<file path="src/design/prefix_function_stream_macros.svh">
// Assertion helpers for the prefix function stream
`ifndef PREFIX_FUNCTION_STREAM_MACROS_SVH
`define PREFIX_FUNCTION_STREAM_MACROS_SVH

`ifndef SYNTH
// checked only out of reset
`define PFS_ASSERT(name, clk, rstn, prop, msg) \
  name: assert property (@(posedge clk) disable iff (!rstn) (prop)) else $error(msg);
// checked at every edge, reset included
`define PFS_ASSERT_ALWAYS(name, clk, prop, msg) \
  name: assert property (@(posedge clk) (prop)) else $error(msg);
`else
`define PFS_ASSERT(name, clk, rstn, prop, msg)
`define PFS_ASSERT_ALWAYS(name, clk, prop, msg)
`endif

`endif

</file>
<file path="src/design/pfs_pkg.sv">
package pfs_pkg;

  localparam int unsigned MAX_LEN_DEF = 1024;
  localparam int unsigned BORDER_W    = 10;

  typedef struct packed {
    logic [7:0] symbol;
    logic       start_req;
  } in_t;

  typedef struct packed {
    logic [BORDER_W-1:0] border_len;
    logic                overflow;
  } out_t;

  typedef enum logic [1:0] {
    ST_IDLE,
    ST_LOAD_J,
    ST_WALK,
    ST_EMIT
  } state_e;

  typedef struct packed {
    logic take_in;
    logic load_j;
    logic step;
    logic commit;
    logic emit;
  } cmd_t;

  typedef struct packed {
    logic in_short;
    logic walk_done;
    logic out_free;
  } status_t;

endpackage

</file>
<file path="src/design/pfs_ctrl.sv">
`include "prefix_function_stream_macros.svh"

module pfs_ctrl (
  input  logic              clk_i,
  input  logic              rst_ni,
  input  logic              in_valid_i,
  output logic              in_stall_o,
  input  pfs_pkg::status_t  status_i,
  output pfs_pkg::cmd_t     cmd_o
);
  import pfs_pkg::*;

  state_e state_q, state_d;

  always_ff @(posedge clk_i or negedge rst_ni) begin
    if (!rst_ni) begin
      state_q <= ST_IDLE;
    end else begin
      state_q <= state_d;
    end
  end

  always_comb begin
    state_d    = state_q;
    cmd_o      = '0;
    in_stall_o = 1'b1;
    case (state_q)
      ST_IDLE: begin
        in_stall_o = 1'b0;
        if (in_valid_i) begin
          cmd_o.take_in = 1'b1;
          state_d = status_i.in_short ? ST_EMIT : ST_LOAD_J;
        end
      end
      ST_LOAD_J: begin
        cmd_o.load_j = 1'b1;
        state_d = ST_WALK;
      end
      ST_WALK: begin
        if (status_i.walk_done) begin
          cmd_o.commit = 1'b1;
          state_d = ST_EMIT;
        end else begin
          cmd_o.step = 1'b1;
        end
      end
      ST_EMIT: begin
        if (status_i.out_free) begin
          cmd_o.emit = 1'b1;
          state_d = ST_IDLE;
        end
      end
      default: begin
        state_d = ST_IDLE;
      end
    endcase
  end

  `PFS_ASSERT_ALWAYS(a_cmd_onehot, clk_i, $onehot0(cmd_o), "more than one datapath command")
  `PFS_ASSERT(a_commit_emit, clk_i, rst_ni, cmd_o.commit |=> state_q == ST_EMIT,
              "commit not followed by emit state")
  `PFS_ASSERT(a_walk_start, clk_i, rst_ni, (cmd_o.take_in && !status_i.in_short) |=> cmd_o.load_j,
              "walk did not start after accepted symbol")

endmodule

</file>
<file path="config.mk">
export PLATFORM = sky130hd
export DESIGN_NAME = pfs_ctrl
export DESIGN_NICKNAME = d
export VERILOG_FILES = /design/src/design/pfs_pkg.sv /design/src/design/pfs_ctrl.sv
export VERILOG_INCLUDE_DIRS = /design/src /design/src/design
export SDC_FILE = /design/constraint.sdc
export NUM_CORES = 1
export LEC_CHECK = 0
export ABC_CLOCK_PERIOD_IN_PS = 1200
export CAP_MARGIN = 40
export CORE_AREA = 10 10 47 49
export DETAILED_ROUTE_END_ITERATION = 12
export DIE_AREA = 0 0 57 59
export DONT_BUFFER_PORTS = 1
export HOLD_SLACK_MARGIN = 0.12
export SYNTH_ARGS = -nofsm -noshare
export SYNTH_HDL_FRONTEND = slang
export SYNTH_SLANG_ARGS = --single-unit
</file>
<file path="constraint.sdc">
create_clock -name clk_i -period 1.2 [get_ports clk_i]
set_input_delay 0.06 -clock clk_i [delete_from_list [all_inputs] [get_ports clk_i]]
set_output_delay 0.06 -clock clk_i [all_outputs]
set_load 0.005 [all_outputs]
</file>
# Word level (Yosys, flattened, before mapping)
# Index checks and enable logic that the tools add are counted.
# op_classes
n_eq_ne	6
n_mux	14
reduce_logical	2
# op_table
cell	count
2-bit two-way mux	5
1-bit two-way mux	8
2-bit case mux with 4 select lines	1
2-bit != test (second input constant)	3
2-bit == test (second input constant)	2
3-bit AND reduction	1
2-bit by 1-bit == test with 1-bit output (second input constant)	1
2-bit zero test	1
# totals
register_bits	2
input_bits	6
out_inout_bits	6
elab_cells	23

# Logic depth before layout (Yosys ltp)
# Gate-level depths: netlist of the first run.
# depth
word_depth	3
ltp_mapped	5
depth_no_buf	5

# Worst setup path after synthesis of the first run
# Ideal clock, no wire load.
# synth_timing
kind	flip-flop to flip-flop
start	register state_q[0]
end	register state_q[0]
setup_time_ns	0.079
arrival_ns	1.181
required_time_ns	1.121
path_slack_ns	-0.061
stages_incl_launch_ff	6
path_buffers	0
synth_period_minus_slack_ns	1.261
path_cell_list	dfrtp_1 -> inv_1 -> ha_1 -> nor2b_4 -> a221oi_4 -> mux2i_1
# synth_via
elab_chain_cells	3
elab_cells_between_ends	9
cone_classes	eq/ne (6); mux (1); reduce/logical (2)
# synth_rtl
element	line_no	source
start, declared	pfs_ctrl.sv:13	state_e state_q, state_d;
start signal, assigned	pfs_ctrl.sv:19	state_q <= state_d;
2-bit == test / 2-bit zero test (equally long branches)	pfs_ctrl.sv:27	case (state_q)
2-bit != test (no source line)	n/a	
3-bit AND reduction (no source line)	n/a	
# Several ways; a longest one is shown, not always the timed one.
# A chain may end at the register's enable or synchronous reset.

# Worst setup path in the final report of the first run
# layout_timing
start	register state_q[1]
end	register state_q[0]
# Same word-level chain as after synthesis.

==> results of run 1 <==
-- worst register-to-register path, cell delays in order (launching register included) --
cell and delay [ns]:
dfrtp_1 0.42, ha_2 0.22, a221oi_4 0.33, mux2i_1 0.22
-- cell usage in the layout (no fill, tap or decap) --
cell,n
dfrtp_1,2
mux2i_1,3
nor2_1,1
dlygate4sd3_1,4
ha_2,2
buf_4,6
and2_1,1
nor2_2,1
and2_2,1
inv_1,2
nor2b_4,1
ha_4,1
inv_2,3
clkbuf_4,3
a221oi_4,1
ha_1,2
-- area by class of cell --
class	count	area (µm²)
Inverter	5	18.8
Tap cell	16	20.0
Timing Repair Buffer	10	85.1
Clock buffer	3	22.5
Multi-Input combinational cell	14	174
Sequential cell	2	50.0
Fill cell	160	1030
-- metrics by stage --
| step | power (W) | utilization (%) | area, µm² | hold slack, ns | setup slack (ns) |
|---|---|---|---|---|---|
| after floorplan | 0.000518 | - | 238 | -0.236 | 0.000116 |
| after global placement | 0.000699 | 21.1 | 295 | -0.235 | -0.0759 |
| after detailed placement | 0.000704 | 21.1 | 295 | -0.235 | -0.0854 |
| after CTS | 0.000904 | 25.9 | 363 | 0.168 | -0.0888 |
| after global routing | 0.000992 | 26.4 | 370 | 0.187 | -0.143 |
| final | 0.000892 | 26.4 | 370 | 0.169 | -0.0622 |
-- path summary, 6_finish.rpt --
path | from | end | slack, ns | cells after the start
min | status_i[1] | state_q[1] | 0.17 | 3
max | state_q[1] | state_q[0] | -0.06 | 3
max in group asynchronous | rst_ni | state_q[0] | 0.48 | 2
min in group asynchronous | rst_ni | state_q[1] | 0.59 | 2
min reg2reg | state_q[0] | state_q[0] | 0.71 | 3
max reg2reg | state_q[1] | state_q[0] | -0.06 | 3
-- per-layer routing --
| layer | vias to the layer above | track usage (%) | wire length [µm] |
|---|---|---|---|
| met2 | 8 | 4.81 | 260 |
| met5 | - | 0 | 0 |
| met4 | 0 | 5.03 | 0 |
| met1 | 79 | 1.91 | 151 |
| met3 | 0 | 3.65 | 104 |
| li1 | 94 | - | - |
-- logic make-up after synthesis --
group	count (synthesis)	share of synthesized area (%)
adder cells (fa/ha/maj)	5	28.1
multiplexers	3	13.5
buffers and inverters	5	8.42
flip-flops	2	22.5
AND/OR/NAND/NOR	5	15.7
AO/OA/AOI/OAI	1	11.8
-- power groups by stage --
| stage | Combinational [W] | Clock [W] | Sequential [W] |
|---|---|---|---|
| after floorplan | 0.000377 | 0 | 0.000141 |
| after global placement | 0.000555 | 0 | 0.000144 |
| after detailed placement | 0.000560 | 0 | 0.000144 |
| after CTS | 0.000588 | 0.000166 | 0.000150 |
| after global routing | 0.000671 | 0.000170 | 0.000151 |
| final | 0.000592 | 0.000152 | 0.000147 |
-- what timing repair did --
item | CTS | global route
buffers inserted | 0 | 1
hold buffers | 4 | 0
endpoints found under the setup margin | 4 | 4
hold endpoints to repair | 4 | 0
gates resized for setup | 3 | 0
pin swaps | 2 | 1
==> reports/results.ini, run 1 <==
[outcome]
status = finished with violations
violations = setup timing

[synth]
syn_area_per_cell_um2 = 10.6
synth.area.top_cells = ha_1, dfrtp_1, mux2i_1
synth_top_cell_by_area = ha_1
yosysTopAreaCellShare_pct = 28.1
synth_edf_count = 0
synth_most_common_cell = ha_1
synthCells = 21
synth.net_count = 32
synth_cell_types = 10
async_flop_share_pct = 100
yosys_register_bits = 2
ys_top_cells_by_count = ha_1, inv_1, mux2i_1
synthesis.area_um2 = 223
synth_top_flop_cell = dfrtp_1
yosysWarnings = 0
yosysSeqAreaShare_pct = 22.5

[worst_setup_path]
criticalPathCategory = reg2reg
cp_slowest_cell = dfrtp_1
crit_chain = ha_2, a221oi_4, mux2i_1
critPathMaxStageDelay_ns = 0.42
arrival_ns = 1.40
cp-start-kind = register
crit_required_ns = 1.34
path_buf_inv = 0
cp_top_family = flip-flops
crit_path_max_fanout = 3
cp-end-kind = register

[placement]
dpl.hpwl_um = 437
place_inst = 42
port_buffers = 0
place.gp.congestion = 0.673

[floorplanning]
start_util_pct = 15.9
die_width_um = 57
fp.dieH_um = 59
ios = 12
core.rowCount = 14
dieArea_um2 = 3360
coreArea_um2 = 1400

[timing]
fin_setup_tns_ns = -0.135
hold_violations = 0
fin_ws_ns = -0.0622
fin_crit_sh_pct = 105
rsz0062_at_grt = true
finalCriticalPeriod_ns = 1.26
max_freq_mhz = 792
max_slew.worst_pin.slew_ns = 0.258
finalSetupViolations = 4
fin_worst_skew_ns = 0.00591
slew_headroom_pct = 82.8
drv_slew = 0

[finish]
top_regs = state_q: 2 flops
drive_gt1_share_pct = 55.9
area_growth_pct = 66.3
regMostFlops = state_q
largest_reg_flops = 2
finalNonFillerCells = 50
final_nets = 47
n_antenna_cell = 0

[power_and_ir_drop]
p_per_area_nw_per_um2 = 2410
switching_power_w = 0.000333
p_leak_nw = 0.179
combPwrFrac_pct = 66.4
p_sw_share_pct = 37.3
ir_drop_mv = 0.507
pwr-share-seq_pct = 16.5
pwr-share-clk_pct = 17.1
intPower_w = 0.000559

[global_routing]
grt_first_pass_wirelength_um = 807
grt-ovfl-total = 0
grt_max_degree = 4
first_global_vias = 201
antenna_found_initial = 0
globalRouteTotalUtil_pct = 3.42

[route]
avgRoutedWirePerCell_um = 10.3
avgViaCountPerCell = 3.62
drc_errors = 0
dr.pass1.iters = 2
routed_wl_um = 516
vias = 181
drt_first_iter_violations = 3
antenna_left = 0

[clocking]
cts_tree = done
clk_path_buf_depth = 2
cts.sinks = 2
clk_latency_ns = 0.23
cts_max_level = 1
clkTransAtPathRegs_ns = 0.03
cts_buffers = 3
cts-root-buf = clkbuf_4

[job]
cap_violations = 0

[hold_path]
hold_path.class = in2reg

Power figures use the tool's default switching activity.
==> inputs of run 2 (changes only) <==
Settings changed: ABC_AREA set to 1.
==> run 2 against run 1 <==
The flow now finishes without violations. Synthesized cell count grew 76%. Cell count grew 20%. First-iteration DRC count is the same. Sequential cell count is the same. Register-to-register slack gained 0.14 ns. Sequential power shrank 3%. Fmax grew 13%. Utilization shrank 2.4 points. Worst setup slack gained 0.14 ns. Critical endpoint unchanged. Largest power group unchanged. Highest routed layer unchanged.
==> reports/results.ini, run 2 <==
[synth]
yosysSeqAreaShare_pct = 20.2
async_flop_share_pct = 100
synth.net_count = 48
yosys_register_bits = 2
yosysTopAreaCellShare_pct = 25.3
synth_most_common_cell = inv_1
ys_top_cells_by_count = inv_1, nand2_1, ha_1
syn_area_per_cell_um2 = 6.70
synth_cell_types = 10
synth_edf_count = 0
synthCells = 37
yosysWarnings = 0
synth_top_cell_by_area = ha_1
synth.area.top_cells = ha_1, dfrtp_1, inv_1
synthesis.area_um2 = 248
synth_top_flop_cell = dfrtp_1

[finish]
final_nets = 57
area_growth_pct = 35.9
n_antenna_cell = 0
drive_gt1_share_pct = 34.1
largest_reg_flops = 2
final_cell_area_um2 = 337
top_regs = state_q: 2 flops
regMostFlops = state_q
final_common_cell = nand2_1
final_cell_mix = nand2_1, inv_1, nand2_2

[route]
antenna_left = 0
drt_first_iter_violations = 3
avgViaCountPerCell = 3.63
avgRoutedWirePerCell_um = 8.87
dr.pass1.iters = 2
vias = 218
routed_wl_um = 532
drc_errors = 0

[floorplanning]
ios = 12
die_width_um = 57
fp.dieH_um = 59
dieArea_um2 = 3360
coreArea_um2 = 1400
core.rowCount = 14
start_util_pct = 17.7

[timing]
hold_violations = 0
drv_slew = 0
finalCriticalPeriod_ns = 1.12
finalSetupViolations = 0
max_slew.worst_pin.slew_ns = 0.149
fin_setup_tns_ns = 0
rsz0062_at_grt = false
fin_worst_skew_ns = 0.00177
hold_ws_ns = 0.173
max_freq_mhz = 894
slew_headroom_pct = 90.1
fin_crit_sh_pct = 93.2

[power_and_ir_drop]
ir_drop_mv = 0.742
p_leak_nw = 0.214
p_per_area_nw_per_um2 = 2340

[placement]
port_buffers = 0
dpl.hpwl_um = 471
place_area_um2 = 275
place.gp.congestion = 0.702

[hold_path]
hold_path.class = in2reg

[global_routing]
first_global_vias = 221
globalRouteTotalUtil_pct = 3.63
antenna_found_initial = 0
grt_first_pass_wirelength_um = 917
grt_max_degree = 5
grt-ovfl-total = 0

[outcome]
status = complete, no violations

[clocking]
clk_path_buf_depth = 2
clkTransAtPathRegs_ns = 0.03
cts.sinks = 2
cts_tree = done
cts-root-buf = clkbuf_4
cts_buffers = 3
cts_max_level = 1
clk_latency_ns = 0.22

[worst_setup_path]
cp_slowest_cell = dfrtp_1
crit_required_ns = 1.30
crit_chain = inv_2, ha_1, or2_1, nand2_1, nand2_1
criticalPathCategory = reg2reg
arrival_ns = 1.22
crit_path_max_fanout = 4
cp-end-kind = register
crit_path_frequent_cell = nand2_1
cp-start-kind = register
critPathMaxStageDelay_ns = 0.39

[job]
cap_violations = 0

-- run 2: changes by cell type in the layout (fill, tap and decap cells not counted), moves of 3 or more --
cell     previous run  this run
nand2_1             0        10
buf_4               6         1
nand2_2             0         4
mux2i_1             3         0
inv_1               2         9
-- run 2: power by group --
group / total (W) / internal [W] / switching (W) / leakage (nW)
Combinational: 0.000497 / 0.000213 / 0.000284 / 0.176
Clock: 0.000147 / 0.000110 / 0.0000369 / 0.0138
Sequential: 0.000142 / 0.000106 / 0.0000365 / 0.0243
-- run 2: metal layers --
metal	vias up	global-route usage, %	share of wire (%)
li1	117	-	-
met1	95	3.44	40
met2	6	5.27	51
met3	0	2.58	9.0
met4	0	3.02	0
met5	-	0	0
-- run 2: cell type report --
type	instances	area, µm²
fill	170	1060
multi-input combinational	23	161
sequential	2	50.0
inverter	12	45.0
timing repair buffer	4	37.5
clock buffer	3	22.5
tap	16	20.0
-- run 2: per-stage QoR --
step | worst slack [ns] | total power [W] | cells | utilization [%]
2_1_floorplan | 0.108 | 0.000486 | 37 | -
3_3_place_gp | 0.0672 | 0.000588 | 54 | 19.6
3_5_place_dp | 0.0642 | 0.000599 | 54 | 19.6
4_1_cts | 0.0346 | 0.000766 | 60 | 23.4
5_1_grt | 0.00704 | 0.000896 | 60 | 24.0
6_report | 0.0814 | 0.000786 | 60 | 24.0
-- run 2: logic make-up after synthesis --
group	synth area share [%]
AND/OR/NAND/NOR	34.3
AO/OA/AOI/OAI	2.02
flip-flops	20.2
buffers and inverters	18.2
adder cells (fa/ha/maj)	25.3
-- run 2: path summary, 6_finish.rpt --
check                                 start          to  slack (ns)  cells past startpoint
worst max-delay path             state_q[1]  state_q[0]        0.08                      5
worst min-delay path            status_i[1]  state_q[1]        0.17                      5
worst max register to register   state_q[1]  state_q[0]        0.08                      5
worst min register to register   state_q[1]  state_q[1]        0.56                      2
max in group asynchronous            rst_ni  state_q[0]        0.47                      2
min in group asynchronous            rst_ni  state_q[1]        0.60                      2
-- run 2: critical path, delay by kind of cell, from the launching register on --
family,cells,cell delay [ns]
buffers and inverters,1,0.07
DFF,1,0.39
and+or+nand+nor,3,0.32
adders and majority gates,1,0.21
-- run 2: timing repair --
item	4_1_cts	5_1_grt
hold endpoints to repair	3	0
setup endpoints to repair	0	5
buffers inserted	0	0
gates resized for setup	0	6
hold buffers	3	0
